===== config.mk =====
export PLATFORM = sky130hd
export DESIGN_NAME = atp_div
export DESIGN_NICKNAME = d
export VERILOG_FILES = /design/src/rtl/atan2_pade_top_macros.svh /design/src/rtl/atp_pkg.sv /design/src/rtl/atp_div.sv
export SDC_FILE = /design/constraint.sdc
export NUM_CORES = 1
export LEC_CHECK = 0
export ABC_CLOCK_PERIOD_IN_PS = 3200
export CAP_MARGIN = 20
export CORE_ASPECT_RATIO = 1.4
export CORE_UTILIZATION = 35
export CTS_CLUSTER_SIZE = 10
export DETAILED_ROUTE_END_ITERATION = 10
export DONT_BUFFER_PORTS = 1
export GPL_ROUTABILITY_DRIVEN = 1
export PLACE_DENSITY = 0.53
export SLEW_MARGIN = 20
export SYNTH_ARGS = -nofsm -noshare
export SYNTH_HDL_FRONTEND = slang
export SYNTH_SLANG_ARGS = --single-unit

===== constraint.sdc =====
create_clock -name clk -period 3.2 [get_ports clk]
set_input_delay 0 -clock clk [delete_from_list [all_inputs] [get_ports clk]]
set_output_delay 0 -clock clk [all_outputs]
set_load 0.02 [all_outputs]

===== src/rtl/atan2_pade_top_macros.svh =====
// ---------------------------------------------------------------------------
// atan2_pade_top_macros.svh
// Assertion shorthands shared by the atan2 Pade block.
// ---------------------------------------------------------------------------
`ifndef ATAN2_PADE_TOP_MACROS_SVH
`define ATAN2_PADE_TOP_MACROS_SVH

// expr holds at every clock edge outside reset
`define ATP_ASSERT_HOLDS(label, expr, msg) \
  label: assert property (@(posedge clk) disable iff (rst) (expr)) else $error(msg);

// cons holds in the cycle after ante
`define ATP_ASSERT_NEXT(label, ante, cons, msg) \
  label: assert property (@(posedge clk) disable iff (rst) (ante) |=> (cons)) else $error(msg);

`endif


===== src/rtl/atp_pkg.sv =====
// ---------------------------------------------------------------------------
// atp_pkg
// Types, constants and helper functions for the atan2 Pade block.
// ---------------------------------------------------------------------------
package atp_pkg;

  localparam int DEF_COORD_WIDTH     = 16;
  localparam int DEF_ANGLE_FRAC_BITS = 13;

  localparam int RATIO_FRAC = 18;
  localparam int U_W        = RATIO_FRAC + 1;
  localparam int U2_W       = 2 * U_W;
  localparam int A_W        = 41;
  localparam int SPLIT      = 21;
  localparam int REM_W      = 60;
  localparam int TINY_SCALE = 100000;
  localparam int TINY_W     = 17;

  localparam int MID_DEPTH = 4;
  localparam int OUT_DEPTH = 2;

  localparam logic [63:0]    PI_Q60    = 64'h3243F6A8885A308D;
  localparam logic [A_W-1:0] PADE_C15  = A_W'(15) << 36;

  typedef struct packed {
    logic x_zero;
    logic y_pos;
    logic y_neg;
    logic tiny;
    logic fold;
    logic same;
    logic x_neg;
  } atp_cls_t;

  function automatic logic [31:0] atp_pi_fixed(input int f);
    logic [63:0] t;
    t = (PI_Q60 + (64'd1 << (59 - f))) >> (60 - f);
    return t[31:0];
  endfunction

  function automatic logic [31:0] atp_hpi_fixed(input int f);
    logic [63:0] t;
    t = (PI_Q60 + (64'd1 << (60 - f))) >> (61 - f);
    return t[31:0];
  endfunction

endpackage


===== src/rtl/atp_div.sv =====
// ---------------------------------------------------------------------------
// atp_div
// Pipelined restoring divider: u = floor(dvd * 2^18 / dvs), dvd <= dvs.
// ---------------------------------------------------------------------------
module atp_div import atp_pkg::*; #(
  parameter int COORD_WIDTH = DEF_COORD_WIDTH
) (
  input  logic                   clk,
  input  logic                   rst,
  input  logic                   en,
  input  logic                   in_valid,
  input  logic [COORD_WIDTH-1:0] dvd,
  input  logic [COORD_WIDTH-1:0] dvs,
  input  atp_cls_t               in_cls,
  output logic                   out_valid,
  output logic [U_W-1:0]         u,
  output atp_cls_t               out_cls
);

  localparam int W = COORD_WIDTH;

  logic [W-1:0]   rem_q [U_W];
  logic [W-1:0]   dvs_q [U_W];
  logic [U_W-1:0] quo_q [U_W];
  atp_cls_t       cls_q [U_W];
  logic [U_W-1:0] vld_q;

  always_ff @(posedge clk) begin
    if (rst) begin
      vld_q[0] <= 1'b0;
    end else if (en) begin
      vld_q[0] <= in_valid;
    end
  end

  always_ff @(posedge clk) begin
    if (en) begin
      rem_q[0] <= (dvd >= dvs) ? (dvd - dvs) : dvd;
      quo_q[0] <= U_W'(dvd >= dvs);
      dvs_q[0] <= dvs;
      cls_q[0] <= in_cls;
    end
  end

  for (genvar k = 1; k < U_W; k++) begin : g_step
    logic [W:0] sh;
    logic       ge;

    assign sh = {rem_q[k-1], 1'b0};
    assign ge = (sh >= {1'b0, dvs_q[k-1]});

    always_ff @(posedge clk) begin
      if (rst) begin
        vld_q[k] <= 1'b0;
      end else if (en) begin
        vld_q[k] <= vld_q[k-1];
      end
    end

    always_ff @(posedge clk) begin
      if (en) begin
        rem_q[k] <= ge ? W'(sh - {1'b0, dvs_q[k-1]}) : W'(sh);
        quo_q[k] <= {quo_q[k-1][U_W-2:0], ge};
        dvs_q[k] <= dvs_q[k-1];
        cls_q[k] <= cls_q[k-1];
      end
    end
  end

  assign out_valid = vld_q[U_W-1];
  assign u         = quo_q[U_W-1];
  assign out_cls   = cls_q[U_W-1];

endmodule


; ---- Word level (Yosys, flattened, before mapping)
; Memories as Yosys holds them, arrays and structs flattened.
; Index checks and enable logic that the tools add are counted.
[totals]
ff_bits = 19
mem_bits_rw = 1102
output_inout_bits = 27
elab_cells = 82
n_memories = 4
[classes]
addsub = 19
order_cmp = 19
muxes = 21
[mem_list]
columns = name, depth, width, rd, rd_clocked_by_memory_dff, wr, line
row1 = quo_q, 19, 19, 19, 0, 19, atp_div.sv:24  ; logic [U_W-1:0] quo_q [U_W];
row2 = dvs_q, 19, 16, 18, 0, 19, atp_div.sv:23  ; logic [W-1:0] dvs_q [U_W];
row3 = rem_q, 19, 16, 18, 0, 19, atp_div.sv:22  ; logic [W-1:0] rem_q [U_W];
row4 = cls_q, 19, 7, 19, 0, 19, atp_div.sv:25  ; atp_cls_t cls_q [U_W];
[op_table]
columns = operator, n
row1 = 17-bit by 16-bit >= comparator with 1-bit output, 18
row2 = 16-bit two-way mux, 19
row3 = 16-bit subtractor, 19
row4 = 16-bit >= comparator, 1
row5 = 1-bit two-way mux, 2

; ---- Depth between registers and ports, before layout
; An unclocked memory read counts as a cell.
[depth]
word_depth = 3
mapped_depth = 13
mapped_depth_nobuf = 11

; ---- Worst setup path before layout
; No wires, ideal clock.
[synth_path]
path_kind = register -> register
start = mem rem_q[5][5] (netlist name)
end = mem rem_q[6][10] (netlist name), data pin
t_arrival_ps = 2638
t_required_ps = 2940
slack_ps = 302
stages_incl_launch_ff = 11
n_path_buf = 1
path_cell_list = edfxtp_1 -> ha_1 -> a21o_1 -> a21o_1 -> a21oi_2 -> nand2_1 -> a211oi_2 -> a21oi_2 -> o41ai_4 -> buf_6 -> mux2_4
[synth_rtl]
columns = item, line
row1 = "start, declared", atp_div.sv:22

==> impl_metrics.py <==
metrics = {
    "timing": {
        "fin_setup_tns_ps": 0,
        "finClkSkew_ps": 32.9,
        "timing.fmax_mhz": 320,
        "worstMarginPinSlew_ps": 836,
        "hold-worst-slack_ps": 108,
        "report.final.setup_viol": 0,
        "timing.final.crit_period_ps": 3130,
        "grt_setup_unrepaired": "false",
        "final_min_period_over_clock_period_pct": 97.8,
        "maxSlewViolCount": 0,
        "worst_slew_margin_rel_pct": 44.2,
        "final-hold-violation-count": 0,
    },
    "drt": {
        "first_iter_violations": 1124,
        "drt-total-wl_mm": 95.7,
        "antenna_violating_nets_post_route": 0,
        "num_vias": 27600,
        "firstDrtPassIters": 5,
        "remaining_drc_errors": 0,
        "detail_route.wl_per_cell_um": 17.2,
        "route.detailed.vias_per_inst": 4.95,
    },
    "pwr": {
        "net_sw_power_uw": 17300,
        "clock_power_share_pct": 21.7,
        "power.sequential.fraction_pct": 36.9,
        "power_per_cell_area_nw_per_um2": 951,
        "power.internal_uw": 32700,
        "vdd_drop_max_mv": 0.477,
        "switching_fraction_of_total_power_pct": 34.5,
        "power.static_leakage_uw": 0.0209,
        "pwr-share-comb_pct": 41.4,
    },
    "clocking": {
        "cts-buffers-inserted": 106,
        "numClockSinks": 918,
        "tritoncts": "built",
        "root_buffer": "clkbuf_16",
        "clock_transition_at_path_regs_ps": 50,
        "cts.path.max_buffers": 3,
        "worst_skew_pair.late_latency_ps": 720,
        "ctsHtreeMaxLevel": 3,
    },
    "synthesis": {
        "synth_fp_nets": 3950,
        "avgSynthCellArea_um2": 12.7,
        "ys_seq_elements": 918,
        "synth.yosys.seq_area_share_pct": 60.3,
        "yosys.cell_types.count": 84,
        "synth_commonest_cells": "edfxtp_1 (899), inv_1 (396), ha_1 (303)",
        "synth.largest_area_cell": "edfxtp_1",
        "yosysTopAreaCellShare_pct": 59.4,
        "synth_edf_count": 899,
        "yosys_most_used_dff": "edfxtp_1",
        "synthesis.instances": 3586,
        "postSynth.asyncResetShare_pct": 0,
        "ys.warnings.count": 0,
        "synth_most_common_cell": "edfxtp_1",
        "synth_top_cells_by_area": "edfxtp_1 (59%), ha_1 (8.3%), inv_1 (3.3%), mux2_2 (2.6%), o21ai_0 (2.5%)",
        "synthesized_cell_area_um2": 45400,
    },
    "setup_path": {
        "critPathKind": "in -> reg",
        "crit_path_max_fanout": 17,
        "critical_path.slowest_cell": "dlygate4sd3_1",
        "timing.critical_path.required_ps": 3660,
        "critPathMostFrequentCell": "dlygate4sd3_1",
        "r2r.worst_path.cells": 12,
        "startpoint_type": "input pin",
        "timing.rr.start": "dvs_q[9][1]",
        "startpoint": "dvs[11]",
        "critPathArrivalTime_ps": 3590,
        "timing.critical_path.cells": "dlygate4sd3_1, dlygate4sd3_1, inv_1, ha_1, nand4_1, o21bai_1, a21oi_1, o22a_1, buf_6, mux2_2, dlygate4sd3_1",
        "critPathCaptureType": "register",
        "critical-path-max-stage-delay_ps": 580,
    },
    "global_routing": {
        "groute.usage.overall_pct": 14.6,
        "global_route_wire_length_before_repair_mm": 150,
        "first_global_vias": 29400,
        "globalRouteOverflowTotal": 0,
        "grt_max_degree": 116,
        "number_of_antenna_violations_at_the_first_check_in_global_routing": 0,
    },
    "min_path": {
        "min_path_type": "in -> reg",
        "min_delay_path_depth": 3,
        "worst_hold_startpoint": "dvd[7]",
    },
    "final_layout": {
        "layout-area-overhead-vs-synth_pct": 15.7,
        "finalInstanceArea_um2": 52500,
        "final_layout_size_suffix_gt1_share_pct": 11.0,
        "multi_input_area_um2": 16400,
        "final-seq-area_um2": 27400,
        "fill_cells": 12000,
        "layout.nets": 4240,
        "utilization_pct": 40.8,
    },
    "floorplanning": {
        "die_height_um": 428,
        "rows": 156,
        "pin_count": 70,
        "die_width_um": 306,
        "floorplan.die_area_um2": 131000,
        "fp.coreArea_um2": 129000,
        "initial_core_util_pct": 35.2,
    },
    "placed_design": {
        "dp_hpwl_mm": 70.9,
        "port-buffer-count": 0,
        "place.gp.congestion": 0.874,
        "postPlaceCellArea_um2": 48700,
    },
    "flow_run": {
        "drv_cap": 0,
    },
    "outcome": {
        "outcome": "finished clean",
    },
}
==> routing by layer <==
metal	track usage [%]	part of all wire, %	vias to the layer above
li1	-	-	13700
met1	11.4	31	13300
met2	32.0	61	369
met3	1.99	2.5	225
met4	8.52	5.1	0
met5	0	0	-
==> power groups by stage <==
stage | Clock (µW) | Combinational [µW] | Sequential (µW)
floorplan | 0 | 14600 | 18100
global placement | 0 | 20400 | 18700
detailed placement | 0 | 20600 | 18700
CTS | 11300 | 20900 | 18500
global route | 11700 | 22900 | 18700
finish | 10800 | 20700 | 18500
==> cell type report <==
class                           instances  share of cell area, %
Antenna cell                            2                0.00952
Timing Repair Buffer                  231                   4.29
Inverter                              398                   2.84
Clock buffer                          131                   5.23
Clock inverter                         19                  0.440
Tap cell                             1659                   3.95
Multi-Input combinational cell       2221                   31.1
Sequential cell                       918                   52.1
==> flip-flops by register name, indices dropped and copies added (netlist names) <==
| register | cells |
|---|---|
| dvs_q | 288 |
| rem_q | 288 |
| quo_q | 190 |
| cls_q | 133 |
| vld_q | 18 |
| out_valid | 1 |
==> cell families after synthesis <==
family	count (synthesis)	share of synthesized area [%]
DFF	918	60.3
AOI/OAI and AO/OA	802	11.4
and+or+nand+nor	747	7.73
buffers and inverters	447	3.78
adders and majority gates	321	9.14
xor gates and xnor gates	194	3.74
muxes	157	3.91
==> metrics by stage <==
step / power (µW) / setup WS (ps) / instances
after floorplan: 32700 / 302 / 3586
after global placement: 39100 / -8.49 / 5349
after detailed placement: 39400 / 24.4 / 5349
after CTS: 50700 / 44.8 / 5577
after global routing: 53400 / 2.21 / 5577
final: 50000 / 70.2 / 5579
==> final timing paths <==
kind / to / slack (ps)
setup / recovery: rem_q[0][2] / 70
hold / removal: rem_q[0][7] / 110
setup reg to reg: rem_q[10][7] / 140
hold reg to reg: quo_q[13][4] / 400
==> placed cells by master, fill, tap and decap left out, types with 9 or more instances in the layout <==
cell type,synthesis,final
xor2_1,85,85
a21oi_1,177,176
nor3_1,38,38
clkbuf_16,0,106
nor3b_1,9,9
a21o_1,82,82
o21bai_1,14,14
fa_1,18,18
mux2_2,103,103
and2_1,9,9
and3_1,15,15
nand4_1,37,37
dfxtp_1,19,19
nand3_1,46,46
buf_4,1,127
mux2i_1,39,39
nand2b_1,55,55
nand2_1,230,230
a21boi_0,16,16
a31oi_1,25,25
clkbuf_1,32,25
edfxtp_1,899,899
or3_1,13,13
ha_1,303,303
mux2_4,15,15
nor2b_1,50,50
xnor2_1,109,109
nor2_1,212,212
o31ai_1,40,37
inv_1,396,396
o41ai_1,10,9
o31a_1,15,15
o21a_1,55,55
buf_12,0,24
dlygate4sd3_1,0,78
o21ai_0,229,228
a211oi_1,44,42
o211ai_1,13,13
==> critical path, delay by kind of cell <==
family          cells  cell delay (ps)
simple gates        1              250
buf+inv             5             1910
mux                 1              350
compound gates      3              650
fa+ha+maj           1              400
==> timing repair <==
item | 4_1_cts | 5_1_grt
endpoints found under the setup margin | 1 | 32
hold endpoints to repair | 143 | 0
buffers inserted | 0 | 0
hold buffers | 78 | 0
gates resized for setup | 1 | 9
Note: power is estimated with default switching activity, not from simulation.
