$ cat config.mk
export PLATFORM = sky130hd
export DESIGN_NAME = atp_queue
export DESIGN_NICKNAME = d
export VERILOG_FILES = /design/src/rtl/atp_pkg.sv /design/src/rtl/atp_queue.sv
export VERILOG_INCLUDE_DIRS = /design/src /design/src/rtl
export SDC_FILE = /design/constraint.sdc
export NUM_CORES = 1
export LEC_CHECK = 0
export BUFFER_PORTS_ARGS = -buffer_cell sky130_fd_sc_hd__buf_2
export CORE_MARGIN = 1.5
export CORE_UTILIZATION = 55
export DETAILED_ROUTE_END_ITERATION = 10
export PLACE_DENSITY_LB_ADDON = 0.2
export SETUP_SLACK_MARGIN = 0.02
export SLEW_MARGIN = 10
export SYNTH_ARGS = -nofsm -noshare
export SYNTH_HDL_FRONTEND = slang
export SYNTH_SLANG_ARGS = --single-unit
$ cat constraint.sdc
create_clock -name clk -period 2.9 [get_ports clk]
set_clock_uncertainty 0.1 [all_clocks]
set_input_delay 0.145 -clock clk [delete_from_list [all_inputs] [get_ports clk]]
set_output_delay 0.145 -clock clk [all_outputs]
set_load 0.02 [all_outputs]
$ cat src/rtl/atan2_pade_top_macros.svh
// ---------------------------------------------------------------------------
// atan2_pade_top_macros.svh
// Assertion shorthands shared by the atan2 Pade block.
// ---------------------------------------------------------------------------
`ifndef ATAN2_PADE_TOP_MACROS_SVH
`define ATAN2_PADE_TOP_MACROS_SVH

// expr holds at every clock edge outside reset
`define ATP_ASSERT_HOLDS(label, expr, msg) \
  label: assert property (@(posedge clk) disable iff (rst) (expr)) else $error(msg);

// cons holds in the cycle after ante
`define ATP_ASSERT_NEXT(label, ante, cons, msg) \
  label: assert property (@(posedge clk) disable iff (rst) (ante) |=> (cons)) else $error(msg);

`endif

$ cat src/rtl/atp_pkg.sv
// ---------------------------------------------------------------------------
// atp_pkg
// Types, constants and helper functions for the atan2 Pade block.
// ---------------------------------------------------------------------------
package atp_pkg;

  localparam int DEF_COORD_WIDTH     = 16;
  localparam int DEF_ANGLE_FRAC_BITS = 13;

  localparam int RATIO_FRAC = 18;
  localparam int U_W        = RATIO_FRAC + 1;
  localparam int U2_W       = 2 * U_W;
  localparam int A_W        = 41;
  localparam int SPLIT      = 21;
  localparam int REM_W      = 60;
  localparam int TINY_SCALE = 100000;
  localparam int TINY_W     = 17;

  localparam int MID_DEPTH = 4;
  localparam int OUT_DEPTH = 2;

  localparam logic [63:0]    PI_Q60    = 64'h3243F6A8885A308D;
  localparam logic [A_W-1:0] PADE_C15  = A_W'(15) << 36;

  typedef struct packed {
    logic x_zero;
    logic y_pos;
    logic y_neg;
    logic tiny;
    logic fold;
    logic same;
    logic x_neg;
  } atp_cls_t;

  function automatic logic [31:0] atp_pi_fixed(input int f);
    logic [63:0] t;
    t = (PI_Q60 + (64'd1 << (59 - f))) >> (60 - f);
    return t[31:0];
  endfunction

  function automatic logic [31:0] atp_hpi_fixed(input int f);
    logic [63:0] t;
    t = (PI_Q60 + (64'd1 << (60 - f))) >> (61 - f);
    return t[31:0];
  endfunction

endpackage

$ cat src/rtl/atp_queue.sv
// ---------------------------------------------------------------------------
// atp_queue
// Small first-in first-out queue, power-of-two depth.
// ---------------------------------------------------------------------------
`include "atan2_pade_top_macros.svh"

module atp_queue import atp_pkg::*; #(
  parameter int WIDTH = 8,
  parameter int DEPTH = MID_DEPTH
) (
  input  logic             clk,
  input  logic             rst,
  input  logic             push,
  output logic             full,
  input  logic [WIDTH-1:0] wdata,
  input  logic             pop,
  output logic             empty,
  output logic [WIDTH-1:0] rdata
);

  localparam int AW = $clog2(DEPTH);
  localparam int CW = AW + 1;

  logic [WIDTH-1:0] mem [DEPTH];
  logic [AW-1:0]    wr_ptr;
  logic [AW-1:0]    rd_ptr;
  logic [CW-1:0]    count;
  logic             do_push;
  logic             do_pop;

  assign full    = (count == CW'(DEPTH));
  assign empty   = (count == '0);
  assign do_push = push && !full;
  assign do_pop  = pop && !empty;
  assign rdata   = mem[rd_ptr];

  always_ff @(posedge clk) begin
    if (do_push) begin
      mem[wr_ptr] <= wdata;
    end
  end

  always_ff @(posedge clk) begin
    if (rst) begin
      wr_ptr <= '0;
      rd_ptr <= '0;
      count  <= '0;
    end else begin
      if (do_push) begin
        wr_ptr <= wr_ptr + 1'b1;
      end
      if (do_pop) begin
        rd_ptr <= rd_ptr + 1'b1;
      end
      if (do_push && !do_pop) begin
        count <= count + 1'b1;
      end else if (do_pop && !do_push) begin
        count <= count - 1'b1;
      end
    end
  end

  `ATP_ASSERT_HOLDS(a_count_range, count <= CW'(DEPTH), "queue count out of range")
  `ATP_ASSERT_NEXT(a_count_up, do_push && !do_pop, count == $past(count) + 1'b1, "push lost")
  `ATP_ASSERT_NEXT(a_count_down, do_pop && !do_push, count == $past(count) - 1'b1, "pop lost")

endmodule

======== After elaboration in Yosys (flattened, before gate mapping) ========
Memories as Yosys holds them, arrays and structs flattened. A register that Yosys moved wholly into a read port is not among the register bits.
Cells that the tools add are included.
word-level totals
  register bits ........................... 7
  memory bits (writable) .................. 32
  output and inout bits ................... 10
  logic and storage cells ................. 25
  memories ................................ 1
memory list
  memory  words  bits a word  read ports  clocked after Yosys merged registers in  write ports  line             RTL
  mem     4      8            1           1                                        1            atp_queue.sv:24  logic [WIDTH-1:0] mem [DEPTH];
operators by class
  add/sub/neg operators ................... 4
  equal/unequal tests ..................... 1
  mux-type cells .......................... 6
  reduce and logical (&&, ||, !) cells .... 10
operators by type and width
  kind                                               number
  two-way mux 3 bit                                  2
  adder 2 x 1 -> 2 bit (second input constant)       2
  logical AND 1 bit                                  4
  logical NOT 1 bit                                  4
  two-way mux 2 bit                                  2
  adder 3 x 1 -> 3 bit (second input constant)       1
  equality test 3 bit (second input constant)        1
  logical NOT 3 bit                                  1
  subtractor 3 x 1 -> 3 bit (second input constant)  1
  two-way mux 1 bit                                  2
  nonzero test 2 bit                                 1

======== Logic depth before layout (Yosys ltp) ========
  depth after elaboration ................. 7
  depth in mapped cells ................... 8
  gate-level depth less buffers ........... 8

======== Least setup slack after synthesis ========
No wires, ideal clock.
  path kind ............................... register to register
  start ................................... register count[0]
  end ..................................... register count[2]
  data arrival time ....................... 1.944 ns
  data required time ...................... 2.730 ns
  slack ................................... 0.786 ns
  cell stages (with the launch flop) ...... 9
  buffers on the path ..................... 0
  clock period less this slack ............ 2.114 ns
  cells stage by stage .................... dfxtp_1 nor3b_2 nor2_2 ha_1 inv_1 fa_1 xor2_1 or3_1 a21oi_1
on the way
  cells in the longest elaborated chain, start to end .. 6
  elaborated cells on any way between the ends .. 15
  those cells by class .................... 2 x add/sub; 1 x eq/ne; 2 x mux; 10 x reduce/logical
ends and longest elaborated chain
  what                                 line             RTL
  start: declaration                   atp_queue.sv:27  logic [CW-1:0] count;
  start signal: assignment             atp_queue.sv:56  count <= count + 1'b1;
  start signal: assignment             atp_queue.sv:58  count <= count - 1'b1;
  equality test 3 bit *                atp_queue.sv:31  assign full = (count == CW'(DEPTH));
  named net full                       atp_queue.sv:14  output logic full,
  logical NOT 1 bit *                  atp_queue.sv:33  assign do_push = push && !full;
  logical AND 1 bit *                  atp_queue.sv:33
  named net do_push                    atp_queue.sv:28  logic do_push;
  logical NOT 1 bit                    atp_queue.sv:57  end else if (do_pop && !do_push) begin
  logical AND 1 bit                    atp_queue.sv:57
  nonzero test 2 bit (no source line)  --
Mark *: on every way through the listed nets, which the timed path passes. The rest lies on a longest branch. The select of a mux whose other input is x is not followed.
A chain may end at the register's enable or synchronous reset.

======== Final worst setup path ========
  start ................................... register count[0]
  end ..................................... register count[2]
on the way
  cells in the longest elaborated chain, start to end .. 6
  elaborated cells on any way between the ends .. 15
  those cells by class .................... 2 x add/sub; 1 x eq/ne; 2 x mux; 10 x reduce/logical
ends and longest elaborated chain
  what                                 line
  equality test 3 bit *                atp_queue.sv:31
  logical NOT 1 bit *                  atp_queue.sv:33
  logical AND 1 bit *                  atp_queue.sv:33
  named net do_push                    atp_queue.sv:28
  logical NOT 1 bit                    atp_queue.sv:57
  logical AND 1 bit                    atp_queue.sv:57
  nonzero test 2 bit (no source line)  --
Marks and branches as above.

==> summary.md <==
| Metric | Value |
|---|---|
| Worst-path cell chain | nor3b_2 -> nor2_2 -> ha_1 -> inv_1 -> fa_1 -> xor2_1 -> or3_1 -> a21oi_1 |
| CP max stage delay | approximately 500 ps |
| Setup TNS | 0 ps |
| CTS tree | done |
| Net Sw Power | 0.0004697 W |
| GRT Util Overall | between 15 and 20% |
| Combinational Power Share | ~28% |
| DRC | 0 |
| Cells after Synth | 90 |
| Largest net degree at the start of global routing | 13 |
| Lkg Pwr | 0.7010 nW |
| DIE WIDTH | approximately 57 um |
| Critical Path Fanout Max | 6 |
| VDD IR max | about 0.60 mV |
| Post-CTS Resized | 0 |
| Final Power | about 0.0015 W |
| Routed Antenna Nets | 0 |
| Syn nets | between 100 and 150 |
| Number of diodes | 0 |
| Std-Cell Rows | 19 |
| Clk_lat worst skew | 340 ps |
| Gpl congestion | roughly 0.72 |
| Syn Area/Cell | 18.00 um^2 |
| Vias | ~840 |
| Status | complete, no violations |
| Sequential-to-total area share from yosys stat | 70.42% |
| Ys Warns | 0 |
| Antenna violations before repair | 0 |
| Final WL | approximately 2400 um |
| Slew @ Worst Pin | ~560 ps |
| Pwr/cell area | 793.5 mW/mm^2 |
| Die height | between 50 and 60 um |
| CP Class | register to register |
| CORE AREA | about 0.0028 mm^2 |
| Cell area after synthesis | between 0.0015 and 0.002 mm^2 |
| Max_cap viols | 0 |
| Clk root buf | clkbuf_4 |
| Share of the synthesized area in the top cell type | 59.31% |
| Post-synth top area cell | edfxtp_1 |
| Hold Path Class | primary input to register |
| CP arrival | roughly 2400 ps |
| Sequential Power Share | 52.9% |
| Max Slew Vio Count | 0 |
| Pre-antenna DRT Iters | 4 |
| Initial core utilization | between 50% and 60% |
| Commonest non-fill, non-tap cell in the layout | edfxtp_1 |
| GRT Residual Overflow | 0 |
| Post-layout min period | around 2200 ps |
| Final count of negative-setup-slack endpoints | 0 |
| Critical Path Sink Type | register |
| Final Hold Vio Count | 0 |
| CTS sink count | 41 |
| Crit-path slowest cell | dfxtp_1 |
| DRT iter0 DRCs | 16 |
| Synth-to-layout area growth | 17.37% |
| #FFs+latches synth | 41 |
| Distinct cells, synth | 21 |
| Number of buffers added on ports | 21 |
| Clock Path Buffers | 2 |
| Synth area leaders | edfxtp_1 59%, dfxtp_1 11%, mux4_2 11%, ha_1 3.9%, xor2_1 2.2% |
| Buf/Inv on CP | 1 |
| Full die area | roughly 0.0033 mm^2 |
| Worst R2R Setup Slack | 660 ps |
| CTS clock-pin slew for the worst setup and hold paths | between 100 and 150 ps |
| First-pass GRT wire length | around 3800 um |
| Startpoint Class | register |
| Final Util | between 60% and 70% |
| Number of H-tree levels | 2 |
| Max-Slew Margin vs Limit | 62.72% |
| WP data required | between 3000 and 4000 ps |
| Layout cells sized above 1 | between 30% and 40% |
| Internal power | slightly above 0.001 W |
| Ports | 22 |
| Net Sw Frac | a little under a third |
| Nets@finish | between 100 and 150 |
| RSZ-0062 raised after global routing | false |
| Clock power frac | 18.7% |
| Routed WL per cell | ~15 um |
| HPWL Detailed | ~1600 um |
| Vias/cell | around 5.4 |
| Most frequent cells in the layout | 32 x edfxtp_1, 21 x buf_2, 9 x dfxtp_1, 9 x dlygate4sd3_1, 8 x mux4_2 |
| CTS buffer count | 5 |
| Vias in the first global route | about 870 |
| Fmax | about 450 MHz |
| Crit-path leading delay family | simple AND/OR/NAND/NOR gates |
| Period utilisation layout | between 70 and 80% |
[logic make-up after synthesis]
kind of cell               share of synthesized area, %
DFF                                               70.42
and+or+nand+nor                                   5.714
muxes                                             12.36
buffers and inverters                             1.698
AOI/OAI and AO/OA                                 2.548
adders and majority gates                         5.097
xor gates and xnor gates                          2.162
[registers in the layout (all words and copies together), names as in the netlist, named ones only]
| name | count |
|---|---|
| wr_ptr | 2 |
| mem | 32 |
| count | 3 |
| rd_ptr | 2 |
[final timing paths]
kind                                 from         to  depth (start not counted)
worst min register to register  wr_ptr[1]  wr_ptr[1]                          2
worst max register to register   count[0]   count[2]                          8
worst max-delay path             count[0]   count[2]                          8
worst min-delay path                  pop   register                          4
[per-layer routing]
layer  part of all wire (%)  track usage (%)  routed length (um)
met1                     42            18.86                 995
met5                      0                0                   0
met4                    2.1            10.30                  49
met3                    3.9            4.308                  93
met2                     52            27.59                1219
[stage by stage]
step	setup slack, ps	cells	hold slack (ps)	instance area, um^2
2_1_floorplan	785.9	90	143.9	1620
3_3_place_gp	761.8	139	255.6	1752
4_1_cts	672.9	156	76.86	1902
6_report	659.9	156	88.37	1902
3_5_place_dp	685.7	139	267.5	1752
5_1_grt	551.0	156	98.68	1902
[Yosys cell counts]
master    number
o21ai_0        2
or3_1          2
o31ai_2        1
dfxtp_1        9
nor3b_2        1
fa_1           1
nor3_1         1
edfxtp_1      32
mux4_2         8
ha_1           5
mux2i_1        2
o311ai_1       1
inv_1          4
nor2_1         5
nor2_2         1
buf_2          1
xor2_1         4
clkbuf_1       2
a21oi_1        2
nand2b_1       2
and2_1         4
[worst register-to-register path, stage by stage (launching register included)]
cell	delay (ps)
dfxtp_1	500
nor3b_2	110
nor2_2	210
ha_1	230
inv_1	70
fa_1	380
xor2_1	160
or3_1	300
a21oi_1	140
[cell type report]
class,instances,area (um^2)
clock buffer,6,51.30
clock inverter,2,8.758
fill,199,879.6
inverter,4,15.01
multi-input combinational,42,451.7
sequential,41,1141
tap,31,38.79
timing repair buffer,30,195.2
[what timing repair did]
action | CTS | global route
setup buffers | 0 | 0
endpoints found under the hold margin | 40 | 0
hold buffers | 9 | 0
[power groups by stage]
| stage | Combinational (W) | Sequential, W | Clock [W] |
|---|---|---|---|
| after floorplan | 0.000352 | 0.000766 | 0 |
| after global placement | 0.000413 | 0.000812 | 0 |
| after detailed placement | 0.000422 | 0.000817 | 0 |
| after CTS | 0.000434 | 0.000803 | 0.000291 |
| after global routing | 0.000465 | 0.000815 | 0.000309 |
| final | 0.000429 | 0.000798 | 0.000282 |
No activity file was read; power rests on OpenSTA's default activity.
