**config.mk**
```make
export PLATFORM = sky130hd
export DESIGN_NAME = atp_front
export DESIGN_NICKNAME = d
export VERILOG_FILES = /design/src/rtl/atan2_pade_top_macros.svh /design/src/rtl/atp_pkg.sv /design/src/rtl/atp_front.sv
export SDC_FILE = /design/constraint.sdc
export NUM_CORES = 1
export LEC_CHECK = 0
export ABC_AREA = 1
export BUFFER_PORTS_ARGS = -buffer_cell sky130_fd_sc_hd__buf_2
export CAP_MARGIN = 0
export CELL_PAD_IN_SITES_DETAIL_PLACEMENT = 0
export CELL_PAD_IN_SITES_GLOBAL_PLACEMENT = 1
export CORE_MARGIN = 5
export CORE_UTILIZATION = 30
export DETAILED_ROUTE_END_ITERATION = 10
export PLACE_DENSITY = 0.66
export SLEW_MARGIN = 20
export SYNTH_ARGS = -nofsm -noshare
export SYNTH_HDL_FRONTEND = slang
export SYNTH_SLANG_ARGS = --single-unit
```
**constraint.sdc**
```tcl
create_clock -name vclk -period 10.8
set_input_delay 2.16 -clock vclk [all_inputs]
set_output_delay 2.16 -clock vclk [all_outputs]
set_load 0.03 [all_outputs]
```
**src/rtl/atan2_pade_top_macros.svh**
```systemverilog
// ---------------------------------------------------------------------------
// atan2_pade_top_macros.svh
// Assertion shorthands shared by the atan2 Pade block.
// ---------------------------------------------------------------------------
`ifndef ATAN2_PADE_TOP_MACROS_SVH
`define ATAN2_PADE_TOP_MACROS_SVH

// expr holds at every clock edge outside reset
`define ATP_ASSERT_HOLDS(label, expr, msg) \
  label: assert property (@(posedge clk) disable iff (rst) (expr)) else $error(msg);

// cons holds in the cycle after ante
`define ATP_ASSERT_NEXT(label, ante, cons, msg) \
  label: assert property (@(posedge clk) disable iff (rst) (ante) |=> (cons)) else $error(msg);

`endif

```
**src/rtl/atp_pkg.sv**
```systemverilog
// ---------------------------------------------------------------------------
// atp_pkg
// Types, constants and helper functions for the atan2 Pade block.
// ---------------------------------------------------------------------------
package atp_pkg;

  localparam int DEF_COORD_WIDTH     = 16;
  localparam int DEF_ANGLE_FRAC_BITS = 13;

  localparam int RATIO_FRAC = 18;
  localparam int U_W        = RATIO_FRAC + 1;
  localparam int U2_W       = 2 * U_W;
  localparam int A_W        = 41;
  localparam int SPLIT      = 21;
  localparam int REM_W      = 60;
  localparam int TINY_SCALE = 100000;
  localparam int TINY_W     = 17;

  localparam int MID_DEPTH = 4;
  localparam int OUT_DEPTH = 2;

  localparam logic [63:0]    PI_Q60    = 64'h3243F6A8885A308D;
  localparam logic [A_W-1:0] PADE_C15  = A_W'(15) << 36;

  typedef struct packed {
    logic x_zero;
    logic y_pos;
    logic y_neg;
    logic tiny;
    logic fold;
    logic same;
    logic x_neg;
  } atp_cls_t;

  function automatic logic [31:0] atp_pi_fixed(input int f);
    logic [63:0] t;
    t = (PI_Q60 + (64'd1 << (59 - f))) >> (60 - f);
    return t[31:0];
  endfunction

  function automatic logic [31:0] atp_hpi_fixed(input int f);
    logic [63:0] t;
    t = (PI_Q60 + (64'd1 << (60 - f))) >> (61 - f);
    return t[31:0];
  endfunction

endpackage

```
**src/rtl/atp_front.sv**
```systemverilog
// ---------------------------------------------------------------------------
// atp_front
// Classifies a coordinate pair and picks dividend and divisor of the ratio.
// ---------------------------------------------------------------------------
module atp_front import atp_pkg::*; #(
  parameter int COORD_WIDTH = DEF_COORD_WIDTH
) (
  input  logic signed [COORD_WIDTH-1:0] coord_y,
  input  logic signed [COORD_WIDTH-1:0] coord_x,
  output logic        [COORD_WIDTH-1:0] dvd,
  output logic        [COORD_WIDTH-1:0] dvs,
  output atp_cls_t                      cls
);

  localparam int TW = COORD_WIDTH + TINY_W;

  logic [COORD_WIDTH-1:0] ay;
  logic [COORD_WIDTH-1:0] ax;
  logic [TW-1:0]          ay_scl;
  logic                   same;
  logic                   fold;

  assign ay     = coord_y[COORD_WIDTH-1] ? (~$unsigned(coord_y) + 1'b1) : $unsigned(coord_y);
  assign ax     = coord_x[COORD_WIDTH-1] ? (~$unsigned(coord_x) + 1'b1) : $unsigned(coord_x);
  assign ay_scl = TW'(ay) * TW'(TINY_SCALE);
  assign same   = (coord_y[COORD_WIDTH-1] == coord_x[COORD_WIDTH-1]);
  assign fold   = (same && (ay >= ax)) || (!same && (ay > ax));

  assign dvd = fold ? ax : ay;
  assign dvs = fold ? ay : ax;

  always_comb begin
    cls.x_zero = (coord_x == '0);
    cls.y_neg  = coord_y[COORD_WIDTH-1];
    cls.y_pos  = !coord_y[COORD_WIDTH-1] && (coord_y != '0);
    cls.tiny   = (ay_scl <= TW'(ax));
    cls.fold   = fold;
    cls.same   = same;
    cls.x_neg  = coord_x[COORD_WIDTH-1];
  end

endmodule

```
# [After elaboration in Yosys (flattened, before gate mapping)]
# Cells that the tools add are included.
[totals] reg_bits=0 out_inout_bits=39
[classes] addsub=2 mul=1 order_cmp=3 eq_ne=1 muxes=4 bitwise_logic=2 n_reduce_logical=8
[op_table] op="$mux 16" n=4
[op_table] op="$le 33x16->1" n=1
[op_table] op="$add 16x1->16 const B" n=2
[op_table] op="$not 16->16" n=2
[op_table] op="$mul 16x12->28 const B" n=1
[op_table] op="$ge 16x16->1" n=1
[op_table] op="$gt 16x16->1" n=1
[op_table] op="$logic_not 16->1" n=1
[op_table] op="$reduce_bool 16->1" n=1
[op_table] op="$logic_and 1x1->1" n=3
[op_table] op="$logic_not 1->1" n=2
[op_table] op="$eq 1x1->1" n=1
[op_table] op="$logic_or 1x1->1" n=1

# [Longest topological paths before layout]
# Gate-level depths: netlist (run 1).
[depth] word_depth=7 depth_mapped=33 mapped_depth_nobuf=33

# [Worst setup path before layout (run 1)]
# No wires, ideal clock.
[synth_path] path_type="in2out" startpoint="in coord_y[0]" endpoint="out cls[3] (netlist bit)" arrival_ns=7.702 required_time_ns=8.640 path_slack_ns=0.938 cell_stages=31 n_path_buf=0 path_cell_list="inv_2 > ha_1 > nand2_1 > nor2_2 > nand3_1 > or3_1 > nor3_1 > nor2_1 > xor2_1 > inv_1 > ha_1 > ha_1 > inv_1 > fa_1 > inv_1 > fa_1 > inv_1 > fa_1 > inv_1 > ha_1 > nand2_1 > inv_1 > nand3_1 > nor3_1 > nand4_1 > nand3_1 > nand4_1 > nand2_1 > xor2_1 > nand3_1 > nor2_1"
[synth_rtl] item="start: declaration" line_no="atp_front.sv:8" text="input logic signed [COORD_WIDTH-1:0] coord_y,"
[synth_rtl] item="end: declaration" line_no="atp_front.sv:12" text="output atp_cls_t cls"

==> results of run 1 <==
==> final cells by class <==
class,instances,share of cell area
tap,229,0.0463
multi-input combinational,639,0.761
inverter,196,0.119
timing repair buffer,84,0.0732
==> worst max path at each step <==
stage	startpoint	to	cells after the start	slack, ns
floorplan	coord_y[0]	cls[3]	31	0.94
global placement	coord_y[0]	cls[3]	33	0.57
detailed placement	coord_y[0]	cls[3]	33	0.53
CTS	coord_y[0]	cls[3]	33	0.48
global route	coord_y[0]	cls[3]	32	0.002
finish	coord_y[0]	cls[3]	33	0.61
==> logic make-up (layout without fill, tap and decap cells) <==
family / after synthesis / count (layout)
simple gates: 349 / 349
buf+inv: 212 / 280
fa+ha+maj: 168 / 168
compound gates: 83 / 83
xor+xnor: 39 / 39
==> critical path: cells and delay by family <==
family / cells / cell delay (ns)
adders and majority gates: 7 / 2.65
buffers and inverters: 9 / 0.83
xor gates and xnor gates: 2 / 0.37
and+or+nand+nor: 15 / 2.00
==> cell usage after synthesis, drive strengths merged <==
cell type	count
a211oi	1
a21boi	1
a21o	3
a21oi	45
buf	14
clkbuf	2
fa	42
ha	126
inv	196
nand2	190
nand3	73
nand3b	4
nand4	10
nor2	55
nor3	10
nor4	3
o211ai	1
o21a	1
o21ai	27
o21bai	3
o31ai	1
or2	2
or3	2
xnor2	10
xor2	29
==> cell usage in the layout (no fill, tap or decap), drive strengths merged, types with 2 or more instances in the layout <==
cell / n
nand3b: 4
a21oi: 45
nor4: 3
fa: 42
o21ai: 27
o21bai: 3
or3: 2
a21o: 3
nor2: 55
nand2: 190
xor2: 29
nand4: 10
nand3: 73
buf: 84
xnor2: 10
inv: 196
or2: 2
nor3: 10
ha: 126
==> report_power, final <==
| group | internal (uW) | switching, uW | total, uW |
|---|---|---|---|
| logic | 661 | 1160 | 1820 |
| clock network | 0 | 0 | 0 |
| registers | 0 | 0 | 0 |
| total | 661 | 1160 | 1820 |
==> timing repair <==
item | 4_1_cts | 5_1_grt
setup endpoints to repair | 0 | 1
setup buffers | 0 | 0
resized for setup | 0 | 1
==> metal layers <==
layer	wire length, um	track usage
met1	7880	0.209
met2	7100	0.248
met3	398	0.00872
met4	99	0.00793
met5	0	0
==> through the flow <==
stage / utilization / cell area, um2 / worst slack (ns) / hold slack, ns / std cells
5_1_grt: 0.343 / 6180 / 0.00176 / 4.69 / 1148
3_3_place_gp: 0.343 / 6180 / 0.568 / 4.66 / 1148
4_1_cts: 0.343 / 6180 / 0.478 / 4.66 / 1148
6_report: 0.343 / 6180 / 0.614 / 4.66 / 1148
2_1_floorplan: - / 5530 / 0.938 / 4.44 / 851
3_5_place_dp: 0.343 / 6180 / 0.528 / 4.66 / 1148
==> results.py, run 1 <==
metrics = {
    "logic_synthesis": {
        "syn_inst": 851,
        "seq_area_frac_synth": 0,
        "ys_top_cells_by_area": "ha_1, fa_1, inv_1, nand2_1, nand3_1",
        "synth-xor-area-share": 0.0618,
        "synthAdderAreaFrac": 0.437,
        "synth.area.mux_share": 0,
        "synth_top_cell_area_share": 0.285,
        "synth_top_family_by_area": "adder cells",
        "post-synth-top-area-cell": "ha_1",
        "synth_area_mm2": 0.00553,
        "yosysUniqueCellTypes": 31,
        "yosys_warnings": 0,
        "synth_compound_area_frac": 0.0801,
        "synth_simple_gate_area_share": 0.270,
        "syn-num-nets": 1051,
        "syn_area_per_cell_um2": 6.49,
    },
    "sta": {
        "setup_tns_ns": 0,
        "report.final.hold_viol_count": 0,
        "rsz0062_at_grt": "no",
        "drv_slew": 0,
        "fin_crit_sh": 0.943,
        "relSlewSlack": 0.557,
        "clock.fmax_ghz": 0.0982,
        "period_needed_ns": 10.19,
        "finalSetupViolCount": 0,
        "worstMarginPinSlew_ns": 0.658,
    },
    "hold_path": {
        "whs_path_depth": 3,
        "hp-class": "primary input to output port",
        "hold_start": "coord_x[14]",
        "holdPathEnd": "cls[6]",
    },
    "critical_path": {
        "slowest_stage": "fa_1",
        "cp-end-kind": "output port",
        "critical_path.max_stage_delay_ns": 0.53,
        "worst-path-max-fanout": 8,
        "path_class": "primary input to output port",
        "startpoint_type": "primary input",
        "required_ns": 8.64,
        "critical_path.most_common_cell": "inv_1",
        "worstPathArrival_ns": 8.03,
    },
    "global_route": {
        "grt-ovfl-total": 0,
        "grt_max_degree": 34,
        "grt_pass1_wl_mm": 26.3,
        "grt_pass1_vias": 5269,
        "track_usage": 0.144,
        "antenna_found_initial": 0,
    },
    "cts": {
        "holdBufCountCts": 0,
    },
    "routing": {
        "drt-wirelength-per-cell_um": 13.5,
        "drtPass1Iterations": 6,
        "totalWireLength_mm": 15.5,
        "drtIter0Drc": 222,
        "ant_nets": 0,
        "vias": 5192,
        "drc_errors": 0,
        "vias_per_cell": 4.52,
    },
    "die": {
        "ios": 71,
        "die_y_um": 146,
        "dieArea_mm2": 0.0212,
        "start_util": 0.307,
        "row_count": 49,
        "core_mm2": 0.0180,
        "die_w_um": 146,
    },
    "power": {
        "p_leak_uw": 0.00373,
        "pwr_density_cell_mw_per_mm2": 295,
        "finalPower_uw": 1820,
        "peakVddDrop_mv": 0.147,
    },
    "final_layout": {
        "seq_cells": 0,
        "seq_area_um2": 0,
        "drive_above_1_share": 0.110,
        "nClkBuffers": 0,
        "multi_input_area_mm2": 0.00471,
        "nFillCells": 2019,
        "area_growth_syn_to_layout_pct": 11.9,
        "layout.nets": 1121,
        "n_antenna_cell": 0,
    },
    "placed_design": {
        "dp_hpwl_mm": 14.0,
        "portBuffers": 71,
        "place_congestion": 0.821,
    },
    "status": {
        "status": "finished clean",
    },
    "run": {
        "drv_cap": 0,
    },
}
Note: power is estimated with default switching activity, not from simulation.
==> inputs of run 2 (changes only) <==
--- a/config.mk
+++ b/config.mk
@@ -14,6 +14,7 @@
 export CORE_UTILIZATION = 30
 export DETAILED_ROUTE_END_ITERATION = 10
 export PLACE_DENSITY = 0.66
+export RECOVER_POWER = 25
 export SLEW_MARGIN = 20
 export SYNTH_ARGS = -nofsm -noshare
 export SYNTH_HDL_FRONTEND = slang
==> run 2 against run 1 <==
  * Wire length hardly changed
  * Core utilization is 0.076 points lower
  * Largest cell class unchanged
  * Worst hold slack better by 0.036 ns
  * Fmax hardly changed
==> results.py, run 2 (synthesized netlist as in run 1, its figures left out) <==
metrics = {
    "status": {
        "status": "finished clean",
    },
    "routing": {
        "vias_per_cell": 4.52,
        "drt-wirelength-per-cell_um": 13.5,
        "vias": 5193,
        "totalWireLength_mm": 15.5,
        "drc_errors": 0,
        "ant_nets": 0,
        "drtPass1Iterations": 6,
        "drtIter0Drc": 230,
    },
    "global_route": {
        "grt-ovfl-total": 0,
        "grt_pass1_wl_mm": 26.3,
        "antenna_found_initial": 0,
        "track_usage": 0.144,
        "grt_max_degree": 34,
        "grt_pass1_vias": 5269,
    },
    "final_layout": {
        "seq_area_um2": 0,
        "nFillCells": 2025,
        "layout.nets": 1121,
        "stdcell_count": 1148,
        "multi_input_area_mm2": 0.00470,
        "n_antenna_cell": 0,
        "seq_cells": 0,
        "drive_above_1_share": 0.102,
        "nClkBuffers": 0,
        "final_common_cell": "inv_1",
        "area_growth_syn_to_layout_pct": 11.7,
        "mostFrequentLayoutCells": "inv_1, nand2_1, ha_1",
    },
    "sta": {
        "relSlewSlack": 0.198,
        "fin_crit_sh": 0.943,
        "setup_tns_ns": 0,
        "hold_ws_ns": 4.69,
        "timing.final.ws_setup_ns": 0.614,
        "drv_slew": 0,
        "clock.fmax_ghz": 0.0982,
        "report.final.hold_viol_count": 0,
        "finalSetupViolCount": 0,
        "rsz0062_at_grt": "no",
        "period_needed_ns": 10.19,
        "worstMarginPinSlew_ns": 1.20,
    },
    "critical_path": {
        "worstPathArrival_ns": 8.03,
        "required_ns": 8.64,
        "critical_path.max_stage_delay_ns": 0.53,
        "cp.buffers_inverters": 9,
        "cp-end-kind": "output port",
        "path_class": "primary input to output port",
        "startpoint_type": "primary input",
        "worst-path-max-fanout": 8,
        "cp-startpoint": "coord_y[0]",
        "cpLargestDelayFamily": "adder cells",
        "critical_path.most_common_cell": "inv_1",
        "slowest_stage": "fa_1",
    },
    "placed_design": {
        "place_inst": 1148,
        "dp_hpwl_mm": 14.0,
        "dpl_worst_slack_ns": 0.528,
        "portBuffers": 71,
        "place_congestion": 0.821,
    },
    "hold_path": {
        "hold_start": "coord_x[14]",
        "hp-class": "primary input to output port",
    },
    "run": {
        "drv_cap": 0,
    },
    "die": {
        "dieArea_mm2": 0.0212,
        "row_count": 49,
        "die_w_um": 146,
        "ios": 71,
        "start_util": 0.307,
        "core_mm2": 0.0180,
        "die_y_um": 146,
    },
    "cts": {
        "holdBufCountCts": 0,
    },
    "power": {
        "p_leak_uw": 0.00371,
        "pwr_density_cell_mw_per_mm2": 296,
        "peakVddDrop_mv": 0.147,
    },
}
==> run 2: final timing paths <==
kind	end	slack (ns)	cells after the start
worst max-delay path	cls[3]	0.61	33
worst min-delay path	cls[6]	4.69	3
==> run 2: routing by layer <==
layer	GRT usage	routed length, um	vias to the layer above
li1	-	-	2819
met2	0.248	7110	63
met3	0.00872	430	6
met1	0.209	7860	2305
met5	0	0	-
met4	0.00793	99	0
==> run 2: worst min-delay path, cell delays in order <==
cell and delay (ns):
buf_2 0.11, nor3_1 0.05, clkbuf_1 0.20
==> run 2: timing repair <==
item	4_1_cts	5_1_grt
gates resized for setup	0	1
endpoints found under the setup margin	0	1
setup buffers	0	0
==> run 2: layout make-up <==
class,count,area share
Multi-Input combinational cell,639,0.762
Tap cell,229,0.0464
Timing Repair Buffer,84,0.0724
Inverter,196,0.119
==> run 2: stage by stage <==
stage	area, um2	total power (uW)	utilization
finish	6170	1820	0.342
CTS	6180	1850	0.343
global placement	6180	1860	0.343
detailed placement	6180	1830	0.343
floorplan	5530	1400	-
global route	6170	2130	0.342
==> run 2: power by group <==
part	total (uW)	leakage, uW	internal [uW]	switching, uW
registers	0	0	0	0
logic	1820	0.00371	662	1160
clock network	0	0	0	0
total	1820	0.00371	662	1160
